## src/rtl/sia_pkg.sv

```systemverilog
// shared constants, types and state encoding for the decimal text converter
package sia_pkg;

  localparam int VALUE_W    = 32;
  localparam int DIGIT_W    = 4;
  localparam int NUM_DIGITS = 10;
  localparam int BCD_W      = NUM_DIGITS * DIGIT_W;
  localparam int CHAR_W     = 8;
  localparam int STEP_CNT_W = $clog2(VALUE_W);
  localparam int DIG_IDX_W  = $clog2(NUM_DIGITS);

  localparam logic [CHAR_W-1:0]     CHAR_ZERO  = 8'd48;
  localparam logic [CHAR_W-1:0]     CHAR_MINUS = 8'd45;
  localparam logic [DIGIT_W-1:0]    DAB_THRESH = 4'd5;
  localparam logic [DIGIT_W-1:0]    DAB_ADJ    = 4'd3;
  localparam logic [STEP_CNT_W-1:0] LAST_STEP  = STEP_CNT_W'(VALUE_W - 1);
  localparam logic [DIG_IDX_W-1:0]  LAST_DIGIT = DIG_IDX_W'(NUM_DIGITS - 1);

  typedef enum logic [2:0] {
    ST_IDLE,
    ST_CONV,
    ST_SIGN,
    ST_SKIP,
    ST_EMIT
  } sia_state_t;

  // controls from the sequencer to the shift-add-3 unit
  typedef struct packed {
    logic load;
    logic step;
    logic shift;
  } sia_dab_ctl_t;

endpackage

```

## src/rtl/sia_in_if.sv

```systemverilog
// input channel: one signed number per transfer
interface sia_in_if import sia_pkg::*; ();
  logic                      valid;
  logic                      ready;
  logic signed [VALUE_W-1:0] value;

  modport source (output valid, output value, input ready);
  modport sink   (input valid, input value, output ready);
endinterface

```

## src/rtl/sia_out_if.sv

```systemverilog
// result channel: one character code per transfer
interface sia_out_if import sia_pkg::*; ();
  logic              valid;
  logic              ready;
  logic [CHAR_W-1:0] char_code;
  logic              last_char;

  modport source (output valid, output char_code, output last_char, input ready);
  modport sink   (input valid, input char_code, input last_char, output ready);
endinterface

```

## src/rtl/sia_dabble.sv

```systemverilog
// bit-serial binary to bcd shift register (shift-add-3) with digit unload
module sia_dabble import sia_pkg::*; (
  input  logic                clk,
  input  sia_dab_ctl_t        ctl,
  input  logic [VALUE_W-1:0]  mag,
  output logic [DIGIT_W-1:0]  top_digit
);

  logic [VALUE_W-1:0] bin_r, bin_nxt;
  logic [BCD_W-1:0]   bcd_r, bcd_nxt;
  logic [BCD_W-1:0]   bcd_adj;

  // per-digit correction, digits are independent
  always_comb begin
    for (int i = 0; i < NUM_DIGITS; i++) begin
      logic [DIGIT_W-1:0] dig;
      dig = bcd_r[i*DIGIT_W +: DIGIT_W];
      bcd_adj[i*DIGIT_W +: DIGIT_W] = (dig >= DAB_THRESH) ? dig + DAB_ADJ : dig;
    end
  end

  always_comb begin
    bin_nxt = bin_r;
    bcd_nxt = bcd_r;
    if (ctl.load) begin
      bin_nxt = mag;
      bcd_nxt = '0;
    end else if (ctl.step) begin
      bcd_nxt = {bcd_adj[BCD_W-2:0], bin_r[VALUE_W-1]};
      bin_nxt = {bin_r[VALUE_W-2:0], 1'b0};
    end else if (ctl.shift) begin
      bcd_nxt = {bcd_r[BCD_W-DIGIT_W-1:0], {DIGIT_W{1'b0}}};
    end
  end

  always_ff @(posedge clk) begin
    bin_r <= bin_nxt;
    bcd_r <= bcd_nxt;
  end

  assign top_digit = bcd_r[BCD_W-1 -: DIGIT_W];

endmodule

```

## src/rtl/signed_int_to_decimal_ascii.sv

```systemverilog
// top level: signed 32-bit number to ascii decimal character stream
//
//   channel   dir   payload                      meaning
//   in_ch     in    value[31:0] signed           number to convert
//   out_ch    out   char_code[7:0], last_char    one character of its text
//
// one number at a time: it is taken in idle, then converted in 32 bit-serial
// shift-add-3 steps; a minus sign goes out first when it is negative, leading
// zeros are then skipped one at a time (at most 9), and the characters are sent
// one per transfer when out_ch is ready (1 to 11); skipped zeros and digits always add up to 10 positions
// reset is synchronous, active low, and returns the sequencer to idle
// a stall on out_ch holds the current character; no new number is taken
// until the last character of the current one has been transferred
module signed_int_to_decimal_ascii import sia_pkg::*; (
  input  logic       clk,
  input  logic       rst_n,
  sia_in_if.sink     in_ch,
  sia_out_if.source  out_ch
);

  sia_state_t              state_r, state_nxt;
  logic [STEP_CNT_W-1:0]   step_r, step_nxt;   // conversion step counter
  logic [DIG_IDX_W-1:0]    idx_r, idx_nxt;     // digit position, msd first
  logic                    neg_r, neg_nxt;

  logic                    in_xfer, out_xfer;
  logic [VALUE_W-1:0]      raw, mag;
  logic [DIGIT_W-1:0]      top_digit;
  logic                    top_zero, at_last;
  sia_dab_ctl_t            dab_ctl;

  assign in_xfer  = in_ch.valid && in_ch.ready;
  assign out_xfer = out_ch.valid && out_ch.ready;

  // magnitude as unsigned, so the most negative value maps to 2^31
  assign raw = in_ch.value;
  assign mag = raw[VALUE_W-1] ? (~raw + 1'b1) : raw;

  assign top_zero = (top_digit == '0);
  assign at_last  = (idx_r == LAST_DIGIT);

  sia_dabble u_dabble (
    .clk       (clk),
    .ctl       (dab_ctl),
    .mag       (mag),
    .top_digit (top_digit)
  );

  // next state
  always_comb begin
    state_nxt = state_r;
    step_nxt  = step_r;
    idx_nxt   = idx_r;
    neg_nxt   = neg_r;
    case (state_r)
      ST_IDLE: begin
        if (in_xfer) begin
          state_nxt = ST_CONV;
          step_nxt  = '0;
          neg_nxt   = raw[VALUE_W-1];
        end
      end
      ST_CONV: begin
        step_nxt = step_r + 1'b1;
        if (step_r == LAST_STEP) begin
          state_nxt = neg_r ? ST_SIGN : ST_SKIP;
          idx_nxt   = '0;
        end
      end
      ST_SIGN: begin
        if (out_xfer) begin
          state_nxt = ST_SKIP;
        end
      end
      ST_SKIP: begin
        // drop leading zeros, but always keep the units digit
        if (top_zero && !at_last) begin
          idx_nxt = idx_r + 1'b1;
        end else begin
          state_nxt = ST_EMIT;
        end
      end
      ST_EMIT: begin
        if (out_xfer) begin
          if (at_last) begin
            state_nxt = ST_IDLE;
          end else begin
            idx_nxt = idx_r + 1'b1;
          end
        end
      end
      default: begin
        state_nxt = ST_IDLE;
      end
    endcase
  end

  // outputs and datapath controls
  always_comb begin
    in_ch.ready      = 1'b0;
    out_ch.valid     = 1'b0;
    out_ch.char_code = CHAR_ZERO + {{(CHAR_W-DIGIT_W){1'b0}}, top_digit};
    out_ch.last_char = 1'b0;
    dab_ctl          = '0;
    dab_ctl.load     = in_xfer;
    case (state_r)
      ST_IDLE: begin
        in_ch.ready = 1'b1;
      end
      ST_CONV: begin
        dab_ctl.step = 1'b1;
      end
      ST_SIGN: begin
        out_ch.valid     = 1'b1;
        out_ch.char_code = CHAR_MINUS;
      end
      ST_SKIP: begin
        dab_ctl.shift = top_zero && !at_last;
      end
      ST_EMIT: begin
        out_ch.valid     = 1'b1;
        out_ch.last_char = at_last;
        dab_ctl.shift    = out_xfer && !at_last;
      end
      default: begin
        in_ch.ready = 1'b0;
      end
    endcase
  end

  always_ff @(posedge clk) begin
    if (!rst_n) begin
      state_r <= ST_IDLE;
      step_r  <= '0;
      idx_r   <= '0;
      neg_r   <= 1'b0;
    end else begin
      state_r <= state_nxt;
      step_r  <= step_nxt;
      idx_r   <= idx_nxt;
      neg_r   <= neg_nxt;
    end
  end

endmodule

```

## src/flat_wrapper.sv

```systemverilog
// flat-port wrapper written by rule: the top's interface ports become plain ports
module signed_int_to_decimal_ascii_flat import sia_pkg::*;
  (clk, rst_n, in_ch_valid, in_ch_value, in_ch_ready, out_ch_valid, out_ch_char_code, out_ch_last_char, out_ch_ready);
  sia_in_if in_ch_i ();
  sia_out_if out_ch_i ();
  input  logic clk;
  input  logic rst_n;
  input wire logic [$bits(in_ch_i.valid)-1:0] in_ch_valid;
  input wire logic [$bits(in_ch_i.value)-1:0] in_ch_value;
  output wire logic [$bits(in_ch_i.ready)-1:0] in_ch_ready;
  output wire logic [$bits(out_ch_i.valid)-1:0] out_ch_valid;
  output wire logic [$bits(out_ch_i.char_code)-1:0] out_ch_char_code;
  output wire logic [$bits(out_ch_i.last_char)-1:0] out_ch_last_char;
  input wire logic [$bits(out_ch_i.ready)-1:0] out_ch_ready;
  assign in_ch_i.valid = in_ch_valid;
  assign in_ch_i.value = in_ch_value;
  assign in_ch_ready = in_ch_i.ready;
  assign out_ch_valid = out_ch_i.valid;
  assign out_ch_char_code = out_ch_i.char_code;
  assign out_ch_last_char = out_ch_i.last_char;
  assign out_ch_i.ready = out_ch_ready;
  signed_int_to_decimal_ascii u_core (.clk(clk), .rst_n(rst_n), .in_ch(in_ch_i), .out_ch(out_ch_i));
endmodule
```

## config.mk

```make
export PLATFORM = sky130hd
export DESIGN_NAME = signed_int_to_decimal_ascii_flat
export DESIGN_NICKNAME = d
export VERILOG_FILES = /design/src/rtl/sia_pkg.sv /design/src/rtl/sia_in_if.sv /design/src/rtl/sia_out_if.sv /design/src/rtl/sia_dabble.sv /design/src/rtl/signed_int_to_decimal_ascii.sv /design/src/flat_wrapper.sv
export SDC_FILE = /design/constraint.sdc
export NUM_CORES = 1
export LEC_CHECK = 0
export BUFFER_PORTS_ARGS = -buffer_cell sky130_fd_sc_hd__clkbuf_2
export CAP_MARGIN = 20
export CORE_MARGIN = 8
export CORE_UTILIZATION = 40
export DETAILED_ROUTE_END_ITERATION = 7
export PLACE_DENSITY = 0.59
export SYNTH_ARGS = -nofsm -noshare
export SYNTH_HDL_FRONTEND = slang
export SYNTH_SLANG_ARGS = --single-unit
```

## constraint.sdc

```tcl
create_clock -name clk -period 3.2 [get_ports clk]
set_clock_uncertainty 0.15 [all_clocks]
set_input_delay 0.32 -clock clk [delete_from_list [all_inputs] [get_ports clk]]
set_output_delay 0.32 -clock clk [all_outputs]
set_load 0.005 [all_outputs]
```

==> parameters.txt, run 1 <==
Parameter                              Value

Logic synthesis
  Cell type with the largest total area after synthesis    sky130_fd_sc_hd__dfxtp_1
  Fraction of the mapped netlist area in simple logic gates    0.176
  Number of warnings printed during yosys synthesis    0
  Netlist cell types    55
  Post-synthesis instance total    664
  Post-synthesis compound-gate area fraction    0.252
  Combinational family with the most area after synthesis    compound AO/OA/AOI/OAI gates
  Average size of a mapped cell    between 8 and 9 sq um
  Part of the Yosys area used for sequential elements    0.369
  Fraction of synthesized cell area in xor and xnor cells    0.0672
  Total standard cell area after synthesis    ~5500 sq um
  Fraction of synthesized cell area taken by the top area cell type    0.194
  Post-synthesis sequential element count    85
  Leading cell types by total area after synthesis    sky130_fd_sc_hd__dfxtp_1, sky130_fd_sc_hd__edfxtp_1, sky130_fd_sc_hd__a21oi_1
  Most instantiated flip-flop cell in the synthesis netlist    sky130_fd_sc_hd__dfxtp_1
  Post-synthesis async set-or-reset flop share    0
  Adder-cell share of the synthesized area    0.0594
  Number of synthesized flops with an enable pin    32
  Share of cell area taken by muxes after synthesis    0.00960

Worst setup path
  Crit Reg-Reg Startpoint    u_core.state_r[2]$_SDFFE_PN0P_
  CP Launch Type    input pin
  Endpoint required time on the critical path    3130 ps
  Worst path most repeated cell    sky130_fd_sc_hd__or4_4
  Setup CP Type    input pin to flop
  Count of buffer and inverter cells on the critical path    1
  Crit path cell chain    clkbuf_2, or4_4, or4_4, o41ai_1, xor2_1, o21ai_0
  Kind of end point of the critical path    flop
  Top delay family on crit path    simple AND/OR/NAND/NOR gates
  Worst setup path startpoint    in_ch_value[10]
  Critical path fanouts, max    14
  Highest cell delay on the worst timing path    630 ps
  Library cell contributing the largest single delay on the critical path    sky130_fd_sc_hd__or4_4
  Data arrival time at the worst-slack endpoint    2310 ps

Global routing
  Antenna violations before repair    0
  Met2 demand-to-capacity share in global routing    0.241
  Met1 track utilization from global routing    0.168
  Largest net degree at the start of global routing    76
  GR peak layer    met2
  Global route overflow    0
  Combined global-route utilization of all metal layers    0.142
  Vias in the first global route    4,620
  Met3 Usage GRT    0.0375
  Global-route wire length before repair    21.2 mm

STA
  Remaining max-slew budget at the tightest pin    0.556
  Portion of the clock cycle consumed by the worst path in the final layout    0.741
  Final hold violation count    0
  Max-slew violation total from the final report    0
  Fin Hold WS    104 ps
  Measured slew at the worst slew-check pin    665 ps
  Endpoints failing setup    0
  Final setup TNS    0 ps
  Setup repair after global routing missed its margin    false
  Max Clock Freq    422 MHz
  Clock period minus worst slack    around 2400 ps

Placement
  Post-detailed-placement cell area    5780 sq um
  Post-detailed-placement half-perimeter wirelength    between 8 and 9 mm
  Count of buffers inserted at the top-level ports    43
  Placed insts    840
  Weighted congestion reported at the end of routability-driven placement    0.822

Clocking
  Hold-fix buffers at CTS    0
  Total CTS buffers    9
  Clock root buffer    sky130_fd_sc_hd__clkbuf_16
  Bufs on Longest Clock Path    2
  TritonCTS clock tree    yes
  CTS H-Tree Depth    3
  Clock-pin slew reported for the worst setup and hold paths after clock tree synthesis    60 ps
  Worst-skew pair later-pin latency    350 ps
  Quantity of gates resized following cts    0
  Post-CTS setup buffers    0
  Number of clock sinks    85

Power
  Areal power density over the cells    between 500 and 600 nW/um^2
  Total leakage power    0.00231 uW
  Largest voltage drop on the vdd net    0.254 mV

Hold path
  Path type of the worst min-delay path    input pin to flop
  Start point of the worst hold path    rst_n

Floorplan
  Die Area    17,700 sq um
  Standard-cell rows    42
  # IOs    47
  Starting density of the core    0.412
  Core footprint    ~13,000 sq um
  Height of the die    133 microns
  Die boundary width    133 microns

Run
  Maximum capacitance violations    0

Drt
  Number of nets with antenna violations after routing    0
  Pre-antenna DRT Iters    4
  DRC violation count after routing    0
  Via Count    4,770
  Routed vias/inst    5.57
  DR iter-0 viols    300
  Final routed wire length divided by cell count    14.6 microns
  Routed wire length    12.5 mm

Final layout
  Final net count    737
  Final core utilization    0.459
  Synth-to-layout area growth    11.5%
  Final Instance Count excl. Fillers    856
  Post-layout instance area    a little over 6000 sq um
  Count of inserted antenna diode cells    0
  Share of layout cells above drive strength 1    0.125

Outcome
  Run status    completed
==> registers in the layout, summed over array words and instances, names as in the netlist <==
register	cells
u_core.idx_r	4
u_core.u_dabble.bcd_r	40
u_core.state_r	3
u_core.step_r	5
u_core.neg_r	1
u_core.u_dabble.bin_r	32
==> report_power, final <==
part           switching (uW)  internal, uW  total, uW
combinational             563           381        943
sequential                182          1340       1530
clock                     442           709       1150
total                    1190          2430       3620
==> logic make-up after synthesis <==
| logic type | count (synthesis) |
|---|---|
| compound gates | 221 |
| xor+xnor | 42 |
| fa+ha+maj | 26 |
| buf+inv | 86 |
| flops | 85 |
| mux | 5 |
| other cells | 2 |
| simple gates | 197 |
==> stage by stage <==
step                      power (uW)  setup slack [ps]
after detailed placement        2480               479
after floorplan                 2230               405
after global placement          2440               504
final                           3620               828
after CTS                       3650               854
after global routing            3860               713
==> cell usage in the layout, fill, tap and decap left out, types with 4 or more instances in the layout <==
| master | count |
|---|---|
| sky130_fd_sc_hd__ha_1 | 26 |
| sky130_fd_sc_hd__nor3_1 | 12 |
| sky130_fd_sc_hd__o31ai_1 | 8 |
| sky130_fd_sc_hd__dfxtp_1 | 53 |
| sky130_fd_sc_hd__o21a_1 | 8 |
| sky130_fd_sc_hd__inv_1 | 33 |
| sky130_fd_sc_hd__nor3b_1 | 11 |
| sky130_fd_sc_hd__nand2_1 | 88 |
| sky130_fd_sc_hd__o41ai_1 | 6 |
| sky130_fd_sc_hd__nand3_1 | 10 |
| sky130_fd_sc_hd__or2_2 | 6 |
| sky130_fd_sc_hd__nand4_1 | 5 |
| sky130_fd_sc_hd__nand2b_1 | 12 |
| sky130_fd_sc_hd__nand3b_1 | 5 |
| sky130_fd_sc_hd__buf_4 | 6 |
| sky130_fd_sc_hd__o211ai_1 | 10 |
| sky130_fd_sc_hd__xnor2_1 | 14 |
| sky130_fd_sc_hd__clkbuf_16 | 9 |
| sky130_fd_sc_hd__o32a_1 | 8 |
| sky130_fd_sc_hd__o21ai_1 | 4 |
| sky130_fd_sc_hd__edfxtp_1 | 32 |
| sky130_fd_sc_hd__xor2_1 | 28 |
| sky130_fd_sc_hd__nor2_1 | 26 |
| sky130_fd_sc_hd__a31oi_1 | 17 |
| sky130_fd_sc_hd__o21ai_0 | 63 |
| sky130_fd_sc_hd__a311oi_1 | 9 |
| sky130_fd_sc_hd__a21oi_1 | 73 |
| sky130_fd_sc_hd__clkbuf_2 | 43 |
==> layer usage <==
layer / wire length, microns / up-vias
met5: 0 / -
met4: 133 / 0
met3: 606 / 9
met2: 5870 / 105
met1: 5920 / 2261
li1: - / 2395
==> cell type report <==
type / count / area [sq um]
Fill cell: 1299 / 7190
Clock inverter: 5 / 82.6
Multi-Input combinational cell: 494 / 3110
Tap cell: 176 / 220
Timing Repair Buffer: 51 / 300
Inverter: 34 / 128
Clock buffer: 11 / 243
Sequential cell: 85 / 2020
==> path summary, 6_finish.rpt <==
check / end / slack (ps) / cells after the start
setup / recovery: u_core.u_dabble.bin_r[27]$_DFFE_PP_ / 830 / 6
hold / removal: u_core.state_r[2]$_SDFFE_PN0P_ / 100 / 3
setup reg to reg: u_core.idx_r[0]$_SDFFE_PN0P_ / 960 / 5
hold reg to reg: u_core.neg_r$_SDFFE_PN0P_ / 310 / 2
==> cell usage after synthesis (9+ instances only) <==
master,count
sky130_fd_sc_hd__o21ai_0,63
sky130_fd_sc_hd__a21oi_1,73
sky130_fd_sc_hd__ha_1,26
sky130_fd_sc_hd__o211ai_1,10
sky130_fd_sc_hd__nor3b_1,12
sky130_fd_sc_hd__dfxtp_1,53
sky130_fd_sc_hd__nand2b_1,12
sky130_fd_sc_hd__a31oi_1,17
sky130_fd_sc_hd__nor2_1,26
sky130_fd_sc_hd__inv_1,33
sky130_fd_sc_hd__a311oi_1,9
sky130_fd_sc_hd__edfxtp_1,32
sky130_fd_sc_hd__clkbuf_1,39
sky130_fd_sc_hd__nor3_1,12
sky130_fd_sc_hd__nand2_1,89
sky130_fd_sc_hd__nand3_1,10
sky130_fd_sc_hd__xor2_1,28
sky130_fd_sc_hd__xnor2_1,14
==> worst register-to-register path, cell delays in order, from the launching register on <==
cell and delay, ps:
sky130_fd_sc_hd__dfxtp_1 530, sky130_fd_sc_hd__nor3b_1 400, sky130_fd_sc_hd__nand2_1 100, sky130_fd_sc_hd__a21boi_0 530
sky130_fd_sc_hd__mux2_2 400, sky130_fd_sc_hd__nor2_1 70
(Power assumes the default switching activity.)
==> run 2: changes to the inputs <==
--- a/config.mk
+++ b/config.mk
@@ -5,12 +5,13 @@
 export SDC_FILE = /design/constraint.sdc
 export NUM_CORES = 1
 export LEC_CHECK = 0
+export ABC_AREA = 1
 export BUFFER_PORTS_ARGS = -buffer_cell sky130_fd_sc_hd__clkbuf_2
 export CAP_MARGIN = 20
 export CORE_MARGIN = 8
 export CORE_UTILIZATION = 40
 export DETAILED_ROUTE_END_ITERATION = 7
-export PLACE_DENSITY = 0.59
+export PLACE_DENSITY = 0.61
 export SYNTH_ARGS = -nofsm -noshare
 export SYNTH_HDL_FRONTEND = slang
 export SYNTH_SLANG_ARGS = --single-unit
==> constraint.sdc (replaced) <==
create_clock -name clk -period 2.1 [get_ports clk]
set_clock_uncertainty 0.15 [all_clocks]
set_input_delay 0.21 -clock clk [delete_from_list [all_inputs] [get_ports clk]]
set_output_delay 0.21 -clock clk [all_outputs]
set_load 0.005 [all_outputs]
==> run 2 against run 1 <==
- count of clock-buffer cells in the layout rose by 1
- largest power group is now combinational cells
- synthesized area rose by 4.7%
- critical path depth rose by 1
- highest routed layer unchanged
- design area rose by 4.9%
- worst hold slack got worse by 82 ps
==> parameters.txt, run 2 <==
Parameter                              Value

Outcome
  Run status    completed

Clocking
  Number of clock sinks    85
  Bufs on Longest Clock Path    2
  Clock root buffer    sky130_fd_sc_hd__clkbuf_16
  Total CTS buffers    9
  CTS H-Tree Depth    3
  Clock-pin slew reported for the worst setup and hold paths after clock tree synthesis    60 ps
  TritonCTS clock tree    yes
  Post-CTS setup buffers    0
  Worst-skew pair later-pin latency    around 340 ps

Final layout
  Commonest non-fill, non-tap cells in the layout    sky130_fd_sc_hd__nand2_1, sky130_fd_sc_hd__nor2_1, sky130_fd_sc_hd__o21ai_0, sky130_fd_sc_hd__inv_1
  Final net count    940
  Fillers    1,453
  Commonest non-fill, non-tap cell in the layout    sky130_fd_sc_hd__nand2_1
  Synth-to-layout area growth    11.7%
  Largest registers    u_core.u_dabble.bcd_r (40), u_core.u_dabble.bin_r (32), u_core.step_r (5)
  Count of inserted antenna diode cells    0
  Share of layout cells above drive strength 1    0.101
  Flip-flop count of the largest register, all copies and words added    40
  Top register by number of flip-flops    u_core.u_dabble.bcd_r

Floorplan
  Die boundary width    136 microns
  Die Area    18,400 sq um
  Standard-cell rows    43
  # IOs    47
  Height of the die    136 microns
  Starting density of the core    0.411
  Core footprint    between 10,000 and 15,000 sq um

Worst setup path
  Register-to-register setup slack    180 ps
  CP Launch Type    flop
  Register-to-Register Path Depth    7
  Worst setup path end    u_core.u_dabble.bin_r[15]$_DFFE_PP_
  Crit Reg-Reg Startpoint    u_core.state_r[1]$_SDFFE_PN0P_
  Setup CP Type    flop to flop
  RR Endpoint    u_core.u_dabble.bin_r[15]$_DFFE_PP_
  Data arrival time at the worst-slack endpoint    around 1900 ps
  Endpoint required time on the critical path    2030 ps
  Kind of end point of the critical path    flop
  Worst setup path startpoint    u_core.state_r[1]$_SDFFE_PN0P_
  Critical path fanouts, max    42

Drt
  Pre-antenna DRT Iters    5
  Routed wire length    13.1 mm
  Routed vias/inst    4.87
  Final routed wire length divided by cell count    12.3 microns
  DRC violation count after routing    0
  Number of nets with antenna violations after routing    0
  DR iter-0 viols    308
  Via Count    roughly 5,200

Logic synthesis
  Most instantiated flip-flop cell in the synthesis netlist    sky130_fd_sc_hd__dfxtp_1
  Leading cell types by total area after synthesis    sky130_fd_sc_hd__dfxtp_1, sky130_fd_sc_hd__edfxtp_1, sky130_fd_sc_hd__nand2_1
  Number of warnings printed during yosys synthesis    0
  Part of the Yosys area used for sequential elements    0.353
  Cell type with the largest total area after synthesis    sky130_fd_sc_hd__dfxtp_1
  Post-synthesis async set-or-reset flop share    0
  Library cell with the highest instance count after synthesis    sky130_fd_sc_hd__nand2_1
  Fraction of synthesized cell area taken by the top area cell type    0.185
  Number of synthesized flops with an enable pin    32
  Commonest cells in the netlist    sky130_fd_sc_hd__nand2_1, sky130_fd_sc_hd__nor2_1, sky130_fd_sc_hd__o21ai_0, sky130_fd_sc_hd__inv_1
  Average size of a mapped cell    about 6.8 sq um
  Post-synthesis instance total    844
  Total standard cell area after synthesis    5730 sq um
  Netlist cell types    32
  Post-synthesis sequential element count    85

STA
  Final hold violation count    0
  Portion of the clock cycle consumed by the worst path in the final layout    0.913
  Fin Hold WS    21.8 ps
  Max Clock Freq    between 500 and 600 MHz
  Max-slew violation total from the final report    0
  Setup repair after global routing missed its margin    false
  Final setup TNS    0 ps
  Endpoints failing setup    0
  Clock period minus worst slack    1920 ps

Power
  Largest voltage drop on the vdd net    approximately 0.64 mV
  Areal power density over the cells    1460 nW/um^2
  Total leakage power    0.00286 uW

Global routing
  Combined global-route utilization of all metal layers    0.149
  Vias in the first global route    4,958
  Global-route wire length before repair    22.8 mm
  Global route overflow    0
  Antenna violations before repair    0
  Largest net degree at the start of global routing    43

Run
  Maximum capacitance violations    0

Hold path
  Worst hold path cell count    3
  Path type of the worst min-delay path    input pin to flop

Placement
  Count of buffers inserted at the top-level ports    43
  Post-detailed-placement half-perimeter wirelength    9.36 mm
  Weighted congestion reported at the end of routability-driven placement    0.876
## run 2: changes by cell type in the layout (fill, tap and decap cells not counted), moves of 10 or more
| cell | previous run | this run |
|---|---|---|
| sky130_fd_sc_hd__a31oi_1 | 17 | 1 |
| sky130_fd_sc_hd__nand2b_1 | 12 | 0 |
| sky130_fd_sc_hd__o21ai_1 | 4 | 14 |
| sky130_fd_sc_hd__o21ai_0 | 63 | 84 |
| sky130_fd_sc_hd__nor2_1 | 26 | 103 |
| sky130_fd_sc_hd__nor3b_1 | 11 | 0 |
| sky130_fd_sc_hd__nand2_1 | 88 | 225 |
| sky130_fd_sc_hd__inv_1 | 33 | 82 |
| sky130_fd_sc_hd__o211ai_1 | 10 | 0 |
| sky130_fd_sc_hd__xnor2_1 | 14 | 2 |
| sky130_fd_sc_hd__a21oi_1 | 73 | 55 |
| sky130_fd_sc_hd__nand3_1 | 10 | 55 |
## run 2: logic make-up after synthesis
family	share of synthesized area
AO/OA/AOI/OAI	0.145
other	0.00131
flip-flops	0.353
adder cells (fa/ha/maj)	0.0567
buffers and inverters	0.0932
AND/OR/NAND/NOR	0.305
XOR/XNOR	0.0458
## run 2: how the worst min path moves through the flow
stage | slack (ps) | end | from
after global placement | 310 | u_core.step_r[4]$_SDFFE_PN0P_ | u_core.step_r[4]$_SDFFE_PN0P_
final | 20 | u_core.state_r[0]$_SDFFE_PN0P_ | rst_n
after global routing | 50 | u_core.state_r[0]$_SDFFE_PN0P_ | rst_n
after floorplan | 180 | u_core.state_r[0]$_SDFFE_PN0P_ | rst_n
after detailed placement | 320 | u_core.step_r[4]$_SDFFE_PN0P_ | u_core.step_r[4]$_SDFFE_PN0P_
after CTS | 2 | u_core.state_r[0]$_SDFFE_PN0P_ | rst_n
## run 2: routing by layer
layer | vias up | GRT usage | part of all wire
met5 | - | 0 | 0
met4 | 0 | 0.0333 | 0.0050
met3 | 4 | 0.0389 | 0.038
met2 | 80 | 0.240 | 0.45
met1 | 2289 | 0.195 | 0.51
li1 | 2805 | - | -
## run 2: area by class of cell
class | instances | area (sq um) | area share
Clock buffer | 12 | 236 | 0.0369
Inverter | 88 | 334 | 0.0522
Clock inverter | 4 | 16.3 | 0.00254
Multi-Input combinational cell | 638 | 3190 | 0.499
Timing Repair Buffer | 56 | 375 | 0.0586
Sequential cell | 85 | 2020 | 0.316
Tap cell | 180 | 225 | 0.0352
## run 2: repair_timing
action / CTS / global route
gates resized for setup: 0 / 1
setup endpoints to repair: 0 / 1
hold buffers: 0 / 0
## run 2: critical path: stages (launching register included)
cell and delay [ps]:
sky130_fd_sc_hd__dfxtp_1 330, sky130_fd_sc_hd__inv_1 200, sky130_fd_sc_hd__nand2_1 160, sky130_fd_sc_hd__nor3_4 240
sky130_fd_sc_hd__inv_2 190, sky130_fd_sc_hd__buf_12 210, sky130_fd_sc_hd__nand2_1 70, sky130_fd_sc_hd__o21ai_0 80
## run 2: power by group
| part | switching, uW | internal [uW] | leakage, uW |
|---|---|---|---|
| Clock | 620 | 788 | 0.000123 |
| Combinational | 3050 | 1720 | 0.00199 |
| Sequential | 487 | 2690 | 0.000749 |
| Total | 4160 | 5200 | 0.00286 |
## run 2: per-stage QoR
step,total power [uW],instances,cell area [sq um],worst slack (ps),utilization
2_1_floorplan,6830,845,5740,74.7,-
3_3_place_gp,7950,1047,6150,198,0.441
3_5_place_dp,8010,1047,6150,146,0.441
4_1_cts,9470,1063,6400,104,0.459
5_1_grt,10400,1063,6400,21.0,0.460
6_report,9360,1063,6400,183,0.460
